**src/rtl/ritoa_pkg.sv**
```systemverilog
// Types, character constants and the digit-to-ASCII map of the radix integer-to-ASCII core.
// No dependencies.
package ritoa_pkg;

	localparam logic [7:0] ASCII_ZERO      = 8'd48;
	localparam logic [7:0] ASCII_ALPHA_OFF = 8'd87;
	localparam logic [7:0] ASCII_MINUS     = 8'd45;
	localparam logic [7:0] ASCII_NUL       = 8'd0;
	localparam logic [5:0] RADIX_MIN       = 6'd2;
	localparam logic [5:0] RADIX_MAX       = 6'd36;
	localparam int         DIGIT_W         = 6;

	// Result of one division step sequence.
	typedef struct packed {
		logic               done;
		logic [DIGIT_W-1:0] rem;
	} ritoa_div_res_t;

	function automatic logic [7:0] digit_to_ascii(input logic [DIGIT_W-1:0] d);
		logic [7:0] d8;
		d8 = {2'b00, d};
		if (d > 6'd9) begin
			return ASCII_ALPHA_OFF + d8;
		end
		return ASCII_ZERO + d8;
	endfunction

endpackage

```
**src/rtl/ritoa_div.sv**
```systemverilog
// Restoring divider: a VALUE_WIDTH-bit dividend by a 6-bit radix, one quotient bit a cycle.
// Depends on ritoa_pkg.
module ritoa_div
	import ritoa_pkg::*;
#(
	parameter int VALUE_WIDTH = 32
) (
	input  logic                   clk,
	input  logic                   arst_n,
	input  logic                   start,
	input  logic [VALUE_WIDTH-1:0] dividend,
	input  logic [DIGIT_W-1:0]     divisor,
	output logic [VALUE_WIDTH-1:0] quotient,
	output ritoa_div_res_t         res
);

	localparam int CW = $clog2(VALUE_WIDTH + 1);

	logic [DIGIT_W-1:0]     rem_q;
	logic [VALUE_WIDTH-1:0] quo_q;
	logic [CW-1:0]          bits_q;
	logic                   busy_q;
	logic                   done_q;

	logic [DIGIT_W:0] trial;
	logic             fits;

	// Shift in the next dividend bit and try a subtract.
	assign trial = {rem_q, quo_q[VALUE_WIDTH-1]};
	assign fits  = trial >= {1'b0, divisor};

	always_ff @(posedge clk or negedge arst_n) begin
		if (!arst_n) begin
			busy_q <= 1'b0;
			done_q <= 1'b0;
			bits_q <= '0;
		end else begin
			// Pulse done for one cycle after the final quotient bit.
			done_q <= busy_q && !start && (bits_q == CW'(1));
			if (start) begin
				busy_q <= 1'b1;
				bits_q <= CW'(VALUE_WIDTH);
			end else if (busy_q) begin
				bits_q <= bits_q - 1'b1;
				if (bits_q == CW'(1)) begin
					busy_q <= 1'b0;
				end
			end
		end
	end

	always_ff @(posedge clk) begin
		if (start) begin
			rem_q <= '0;
			quo_q <= dividend;
		end else if (busy_q) begin
			rem_q <= fits ? DIGIT_W'(trial - {1'b0, divisor}) : trial[DIGIT_W-1:0];
			quo_q <= {quo_q[VALUE_WIDTH-2:0], fits};
		end
	end

	assign quotient = quo_q;
	assign res      = '{done: done_q, rem: rem_q};

endmodule

```
**src/rtl/ritoa_digit_mem.sv**
```systemverilog
// Digit store: one write port and one registered read port.
// Depends on ritoa_pkg.
module ritoa_digit_mem
	import ritoa_pkg::*;
#(
	parameter int DEPTH = 32
) (
	input  logic                     clk,
	input  logic                     we,
	input  logic [$clog2(DEPTH)-1:0] waddr,
	input  logic [DIGIT_W-1:0]       wdata,
	input  logic                     re,
	input  logic [$clog2(DEPTH)-1:0] raddr,
	output logic [DIGIT_W-1:0]       rdata
);

	logic [DIGIT_W-1:0] mem [DEPTH];
	logic [DIGIT_W-1:0] rdata_q;

	always_ff @(posedge clk) begin
		if (we) begin
			mem[waddr] <= wdata;
		end
	end

	always_ff @(posedge clk) begin
		if (re) begin
			rdata_q <= mem[raddr];
		end
	end

	assign rdata = rdata_q;

endmodule

```
**src/rtl/radix_integer_to_ascii_core.sv**
```systemverilog
// Top level of the radix integer-to-ASCII core: sequencer, shared divider and digit store.
// Depends on ritoa_pkg, ritoa_div and ritoa_digit_mem.
//
//  channel | direction | handshake           | payload
//  --------+-----------+---------------------+-------------------------------
//  in      | sink      | in_valid / in_stall | value, radix, is_signed
//  out     | source    | out_valid/out_stall | ascii_char, last, bad_radix
//
// Each digit takes one pass through the shared restoring divider (one
// quotient bit a cycle), and once all digits are stored each character
// is read from the digit store and then shown.
// A bad radix answers in one word, offered the cycle after the input word is taken.
// in_stall stays high from acceptance until the last output word is taken.
// Reset is asynchronous and clears the sequencer; the digit store needs no clearing.
// A stalled output word holds; the sequencer waits on it.
module radix_integer_to_ascii_core
	import ritoa_pkg::*;
#(
	parameter int VALUE_WIDTH = 32
) (
	input  logic        clk,
	input  logic        arst_n,
	input  logic        in_valid,
	output logic        in_stall,
	input  logic [31:0] value,
	input  logic [5:0]  radix,
	input  logic        is_signed,
	output logic        out_valid,
	input  logic        out_stall,
	output logic [7:0]  ascii_char,
	output logic        last,
	output logic        bad_radix
);

	localparam int CW = $clog2(VALUE_WIDTH + 1);
	localparam int AW = $clog2(VALUE_WIDTH);
	localparam int IW = (VALUE_WIDTH < 32) ? VALUE_WIDTH : 32;

	typedef enum logic [6:0] {
		ST_IDLE  = 7'b0000001,
		ST_LOAD  = 7'b0000010,
		ST_DIV   = 7'b0000100,
		ST_SIGN  = 7'b0001000,
		ST_RDREQ = 7'b0010000,
		ST_CHAR  = 7'b0100000,
		ST_ERR   = 7'b1000000
	} state_t;

	state_t                 state_q;
	logic [VALUE_WIDTH-1:0] quo_q;
	logic [DIGIT_W-1:0]     radix_q;
	logic [CW-1:0]          cnt_q;
	logic [CW-1:0]          idx_q;
	logic                   sign_q;

	logic [VALUE_WIDTH-1:0] in_val;
	logic [VALUE_WIDTH-1:0] in_mag;
	logic                   in_neg;
	logic                   radix_ok;
	logic                   in_take;
	logic                   out_take;
	logic [CW-1:0]          cnt_next;
	logic                   more_digits;

	logic [VALUE_WIDTH-1:0] div_quo;
	ritoa_div_res_t         div_res;
	logic [DIGIT_W-1:0]     rd_digit;

	// Keep only the low VALUE_WIDTH bits of the input word, zero-extended if wider.
	assign in_val = VALUE_WIDTH'(value[IW-1:0]);
	assign in_neg = is_signed & in_val[VALUE_WIDTH-1];
	assign in_mag = in_neg ? (~in_val + 1'b1) : in_val;

	always_comb begin
		radix_ok = radix inside {[RADIX_MIN:RADIX_MAX]};
	end

	assign in_take  = in_valid && (state_q == ST_IDLE);
	assign out_take = out_valid && !out_stall;

	// Count of stored digits once this one lands; loop while quotient is nonzero and fewer than VALUE_WIDTH are stored.
	assign cnt_next    = cnt_q + 1'b1;
	assign more_digits = (div_quo != '0) && (cnt_next < CW'(VALUE_WIDTH));

	always_ff @(posedge clk or negedge arst_n) begin
		if (!arst_n) begin
			state_q <= ST_IDLE;
			cnt_q   <= '0;
			idx_q   <= '0;
			sign_q  <= 1'b0;
			quo_q   <= '0;
		end else begin
			case (state_q)
				ST_IDLE: begin
					if (in_take) begin
						if (radix_ok) begin
							quo_q   <= in_mag;
							sign_q  <= in_neg;
							cnt_q   <= '0;
							state_q <= ST_LOAD;
						end else begin
							state_q <= ST_ERR;
						end
					end
				end
				ST_LOAD: begin
					state_q <= ST_DIV;
				end
				ST_DIV: begin
					if (div_res.done) begin
						quo_q <= div_quo;
						cnt_q <= cnt_next;
						if (more_digits) begin
							state_q <= ST_LOAD;
						end else begin
							// Digits drain from the top entry down.
							idx_q   <= cnt_q;
							state_q <= sign_q ? ST_SIGN : ST_RDREQ;
						end
					end
				end
				ST_SIGN: begin
					if (out_take) begin
						state_q <= ST_RDREQ;
					end
				end
				ST_RDREQ: begin
					state_q <= ST_CHAR;
				end
				ST_CHAR: begin
					if (out_take) begin
						if (idx_q == '0) begin
							state_q <= ST_IDLE;
						end else begin
							idx_q   <= idx_q - 1'b1;
							state_q <= ST_RDREQ;
						end
					end
				end
				ST_ERR: begin
					if (out_take) begin
						state_q <= ST_IDLE;
					end
				end
				default: begin
					state_q <= ST_IDLE;
				end
			endcase
		end
	end

	// Hold the radix for the whole conversion.
	always_ff @(posedge clk) begin
		if (in_take) begin
			radix_q <= radix;
		end
	end

	ritoa_div #(
		.VALUE_WIDTH(VALUE_WIDTH)
	) u_div (
		.clk     (clk),
		.arst_n  (arst_n),
		.start   (state_q == ST_LOAD),
		.dividend(quo_q),
		.divisor (radix_q),
		.quotient(div_quo),
		.res     (div_res)
	);

	ritoa_digit_mem #(
		.DEPTH(VALUE_WIDTH)
	) u_digits (
		.clk  (clk),
		.we   ((state_q == ST_DIV) && div_res.done),
		.waddr(cnt_q[AW-1:0]),
		.wdata(div_res.rem),
		.re   (state_q == ST_RDREQ),
		.raddr(idx_q[AW-1:0]),
		.rdata(rd_digit)
	);

	// Output word comes straight from registered state and the registered read data.
	assign in_stall  = (state_q != ST_IDLE);
	assign out_valid = (state_q == ST_SIGN) || (state_q == ST_CHAR) || (state_q == ST_ERR);

	always_comb begin
		case (state_q)
			ST_SIGN: ascii_char = ASCII_MINUS;
			ST_CHAR: ascii_char = digit_to_ascii(rd_digit);
			default: ascii_char = ASCII_NUL;
		endcase
	end

	assign last      = (state_q == ST_ERR) || ((state_q == ST_CHAR) && (idx_q == '0));
	assign bad_radix = (state_q == ST_ERR);

endmodule

```
**config.mk**
```make
export PLATFORM = sky130hd
export DESIGN_NAME = radix_integer_to_ascii_core
export DESIGN_NICKNAME = d
export VERILOG_FILES = /design/src/rtl/ritoa_pkg.sv /design/src/rtl/ritoa_div.sv /design/src/rtl/ritoa_digit_mem.sv /design/src/rtl/radix_integer_to_ascii_core.sv
export SDC_FILE = /design/constraint.sdc
export NUM_CORES = 1
export LEC_CHECK = 0
export BUFFER_PORTS_ARGS = -buffer_cell sky130_fd_sc_hd__buf_2
export CAP_MARGIN = 20
export CORE_ASPECT_RATIO = 0.9
export CORE_UTILIZATION = 55
export DETAILED_ROUTE_END_ITERATION = 10
export GPL_TIMING_DRIVEN = 0
export PLACE_DENSITY = 0.8
export SYNTH_ARGS = -nofsm -noshare
export SYNTH_HDL_FRONTEND = slang
export SYNTH_SLANG_ARGS = --single-unit
```
**constraint.sdc**
```tcl
create_clock -name clk -period 7.35 [get_ports clk]
set_input_delay 0.3675 -clock clk [delete_from_list [all_inputs] [get_ports clk]]
set_output_delay 0.3675 -clock clk [all_outputs]
set_load 0.03 [all_outputs]
```
* Word level (Yosys, flattened, before mapping)
Memory sizes are Yosys's and may differ from the RTL's. A register that Yosys moved wholly into a read port is not among the register bits.
Cells that the tools add are included.
** Storage, ports and cells
- Register bits after elaboration :: 104
- Bits in latches :: 0
- Memory bits (writable) :: 192
- Memory bits (read-only) :: 0
- Input bits :: 43
- Logic and storage cells :: 104
- Memories kept :: 1
** Memory list
- u_digits.mem :: words 32, bits a word 6, read ports 1, clocked after Yosys merged registers in 1, wr ports 1, RTL line ritoa_digit_mem.sv:17 : logic [DIGIT_W-1:0] mem [DEPTH];
** Operators by class
- Add/subtract/negate cells :: 7
- Multipliers :: 0
- Div/mod/pow operators :: 0
- Order comparisons :: 5
- Equality and inequality tests :: 17
- Shift-type cells :: 0
- Muxes and demuxes :: 39
- Bitwise gates (word level) :: 2
- Reduce and logical (&&, ||, !) cells :: 22
** Operators by type and width (number)
- $mux W32 :: 6
- $pmux W32 S2 :: 1
- $mux W6 :: 10
- $pmux W7 S7 :: 1
- $mux W7 :: 6
- $add A32 B1 Y32 const B :: 1
- $not A32 Y32 :: 1
- $reduce_bool A32 Y1 :: 1
- $pmux W6 S2 :: 2
- $mux W8 :: 2
- $pmux W8 S2 :: 1
- $mux W5 :: 3
- $ne A2 B2 Y1 const B :: 6
- $sub A6 B1 Y6 const B :: 2
- $reduce_and A5 Y1 :: 2
- $add A7 B6 Y8 const A :: 1
- $logic_and A1 B1 Y1 :: 8
- $add A6 B6 Y7 const A :: 1
- $eq A7 B1 Y1 const B :: 1
- $eq A7 B2 Y1 const B :: 1
- $eq A7 B3 Y1 const B :: 1
- $eq A7 B4 Y1 const B :: 1
- $eq A7 B5 Y1 const B :: 1
- $eq A7 B6 Y1 const B :: 1
- other kinds (19) :: 31

* Longest topological paths before layout
- Depth in word-level cells :: 6
- Gate-level depth with buffers :: 10

* Cells and area by module
From an unflattened synthesis, not the netlist that was laid out.
** Unflattened totals
- Cell total of the unflattened synthesis :: 958
- Area total of the unflattened synthesis :: 13852.0 um2
** Modules (own cells, without submodules)
- ritoa_digit_mem :: instances 1, cells each 323, area an instance 7649.8 um2, sequential area each 5945.7 um2
- radix_integer_to_ascii_core :: instances 1, cells each 456, area an instance 3896.2 um2, sequential area each 1482.7 um2
- ritoa_div :: instances 1, cells each 179, area an instance 2306.0 um2, sequential area each 1281.2 um2

* Worst setup path before layout
OpenSTA, ideal clock, no wires.
- Kind :: reg-to-reg
- From :: register state_q[5]
- To :: memory u_digits.mem[28][0] (enable)
- Library setup time :: 0.350 ns
- Arrival :: 2.405 ns
- Setup slack :: 4.595 ns
- Cell stages (with the launch flop) :: 9
- Path buffers :: 3
- Cells stage by stage :: dfrtp_1 -> buf_2 -> or4_4 -> or3_1 -> clkbuf_1 -> nor2_1 -> buf_2 -> nand2_1 -> nor2_1
** On the way
- Longest elaborated chain between the ends :: 4
** Ends and longest elaborated chain
- start, declared :: RTL line radix_integer_to_ascii_core.sv:49 : state_t state_q;
- start signal, assigned :: RTL line radix_integer_to_ascii_core.sv:118 : state_q <= sign_q ? ST_SIGN : ST_RDREQ;
- $eq A7 B3 Y1 :: RTL line radix_integer_to_ascii_core.sv:175 : .we ((state_q == ST_DIV) && div_res.done),
- $logic_and A1 B1 Y1 :: RTL line radix_integer_to_ascii_core.sv:175
- $mux W1 :: RTL line ritoa_digit_mem.sv:21 : if (we) begin
- $mux W1 (implied by the code) :: RTL line ritoa_digit_mem.sv:22 : mem[waddr] <= wdata;
- end, declared :: RTL line ritoa_digit_mem.sv:17
Every way passes these cells.

* Final worst setup path
- From :: register state_q[5]
- To :: memory u_digits.mem[25][4] (enable)
The elaborated chain is that of the path after synthesis.

==> run metrics <==
Least-Margin Pin Slew 1030 ps; fin crit period 3730 ps; clk sinks between 300 and 400; detailed-placement wirelength estimate 22500 um; RSZ-0062 raised after global routing no; largest net degree at the start of global routing 39; Final Skew 34.7 ps; DR vias/cell 6.24; Die Y about 150 um; Main synth FF type edfxtp_1; syn_nets approximately 1100; Slew HR between 30% and 40%; fraction of layout cells with a size suffix above 1 ~17%; ANT nets after route 0; Row Count 54; die area approximately 26000 sq um; library cells used by synthesis between 60 and 70; fin cells between 1000 and 1500; kind of critical path flop to flop; Cells after DPL about 1400; ANT cells 0; worst path arrival time 3900 ps; leakage power around 5.7 nW; CORE AREA 24500 sq um; detailed-route DRC error count 0; Mean Syn Cell Area around 13 sq um; first drt pass iteration count 6; max-slew violations 0; first-pass GRT wire length 51100 um; Inserted Clock Buffers 29; WP data required around 7500 ps; crit-path max cell delay between 600 and 700 ps; Layout area overhead 13.0%; Post-Syn Area 13800 sq um; Port Buffers 54; Die X between 150 and 200 um; status complete, no violations; final setup violation count 0; final WL about 33000 um; cts hold-fix bufs 1; routed length per instance between 20 and 25 um; final setup margin 3620 ps; initial antenna violation count 0; Layout fillers around 1800; Place WS approximately 3700 ps; Mapped Cells roughly 1000; TritonCTS clock tree done; H-tree depth 1; Worst setup EP type flop; Root Buffer clkbuf_16; GP Congestion approximately 0.9; post-cts repair resize count 0; register area share after synthesis a little over three fifths; Final period util 50.7%; vias in the first global route 8926; Synth async-reset ratio just under 20%; EDFF count, synth between 200 and 250; P per Cell Area around 340 nW/um^2; gr usage total 26.1%; startpoint types flop; IO Pins 55; Slowest-stage cell, CP nor2_1; Skew-Pair Late Insertion Delay roughly 560 ps; Clock Path Buffers 3; synthesized flop and latch total between 300 and 400; drt initial violations between 1000 and 1500; Hold Crit Class input port to flop; CP max FO 10; maximum VDD drop around 0.00018 V; Fin. Hold Viols 0; routed via count between 9000 and 10000; CP Cell Sequence buf_2, or4_4, or3_1, clkbuf_1, nor2_1, buf_2, nand2_1, nor2_1; max-cap violations 0; Initial Util ~57%; Reg clk slew, reported paths about 60 ps; Final nets between 1000 and 1500; Yosys Warn Count 0; postcts setup bufs 0; fmax ~270 MHz; Final TNS setup 0 ps; global route total overflow 0
per-layer routing:
metal	vias to the layer above	part of all wire, %	track usage, %
met5	-	0	0
met4	0	2.1	6.39
li1	4119	-	-
met2	522	46	39.6
met1	4640	42	38.5
met3	60	9.6	6.21
report_power, final:
group,internal (mW),switching (mW),total [mW]
sequential,2.32,0.265,2.58
combinational,0.477,0.767,1.24
clock,0.788,0.643,1.43
critical path: cells and delay by family, from the launching register on:
family	cells	cell delay, ps
buf+inv	3	700
flops	1	370
simple gates	5	2250
cell families (layout without fill, tap and decap cells):
| group | after synthesis | count (layout) | synth area share (%) |
|---|---|---|---|
| AO/OA/AOI/OAI | 157 | 157 | 7.17 |
| XOR/XNOR | 38 | 38 | 2.41 |
| adder cells (fa/ha/maj) | 21 | 21 | 1.95 |
| buffers and inverters | 82 | 198 | 2.40 |
| flip-flops | 302 | 302 | 63.0 |
| multiplexers | 74 | 74 | 10.9 |
| AND/OR/NAND/NOR | 371 | 371 | 12.2 |
flip-flops by register name (all words and copies together), names as in the netlist:
signal          cells
u_digits.mem      192
quo_q              32
u_div.quotient     32
state_q             7
cnt_q               6
idx_q               6
radix_q             6
u_digits.rdata      6
u_div.bits_q        6
u_div.rem_q         6
sign_q              1
u_div.busy_q        1
u_div.done_q        1
path summary, 6_finish.rpt:
check / end / depth (start not counted) / startpoint / slack, ps
min in group asynchronous: quo_q[17]$_DFFE_PN0P_ / 2 / arst_n / 350
worst max register to register: u_digits.mem[25][4]$_DFFE_PP_ / 8 / state_q[5]$_DFFE_PN0P_ / 3620
max in group asynchronous: u_div.done_q$_DFF_PN0_ / 3 / arst_n / 6340
worst max-delay path: u_digits.mem[25][4]$_DFFE_PP_ / 8 / state_q[5]$_DFFE_PN0P_ / 3620
worst min-delay path: radix_q[0]$_DFFE_PP_ / 1 / radix[0] / 30
worst min register to register: quo_q[22]$_DFFE_PN0P_ / 2 / quo_q[22]$_DFFE_PN0P_ / 480
layout make-up:
cell class | instances | area, sq um | area share, %
flip-flops and latches | 302 | 8710 | 55.8
clock buffers | 32 | 768 | 4.92
repair buffers | 63 | 468 | 3.00
clock inverters | 21 | 138 | 0.881
multi-input cells | 661 | 4790 | 30.6
plain buffers | 55 | 230 | 1.47
well taps | 336 | 420 | 2.69
inverters | 27 | 101 | 0.649
metrics by stage:
stage | instance area (sq um) | hold WS [ps] | power [mW] | util (%)
after global routing | 15600 | 9.99 | 5.49 | 63.9
after global placement | 14500 | 460 | 3.65 | 59.3
after CTS | 15500 | 9.57 | 5.18 | 63.4
after floorplan | 13800 | 71.9 | 3.30 | -
after detailed placement | 14600 | 386 | 3.75 | 59.7
final | 15600 | 25.3 | 5.26 | 63.9
cell usage after synthesis, drive strengths merged (8+ instances only):
| cell | count | area, sq um |
|---|---|---|
| nor3 | 15 | 75.1 |
| buf | 13 | 72.6 |
| nand3 | 13 | 65.1 |
| clkbuf | 42 | 158 |
| a21oi | 38 | 194 |
| o21ai | 47 | 235 |
| inv | 27 | 101 |
| ha | 20 | 250 |
| edfxtp | 236 | 7090 |
| xnor2 | 21 | 184 |
| nand4 | 8 | 50.1 |
| dfrtp | 59 | 1480 |
| mux4 | 60 | 1350 |
| a31oi | 9 | 56.3 |
| xor2 | 17 | 149 |
| nor4 | 20 | 140 |
| nor2 | 101 | 379 |
| o31ai | 9 | 67.6 |
| nand2 | 164 | 616 |
cells in the final DEF, fill, tap and decap left out, types with 15 or more instances in the layout:
cell type / synthesis / routed
nor4_1: 19 / 19
ha_1: 20 / 20
inv_1: 27 / 27
clkbuf_1: 42 / 43
buf_2: 7 / 61
mux4_2: 60 / 60
clkbuf_16: 0 / 30
dfrtp_1: 59 / 59
o21ai_0: 41 / 41
nor2_1: 101 / 101
nand2_1: 164 / 164
a21oi_1: 37 / 37
nor3_1: 15 / 15
xor2_1: 17 / 17
xnor2_1: 21 / 21
edfxtp_1: 236 / 236
(Power assumes the default switching activity.)
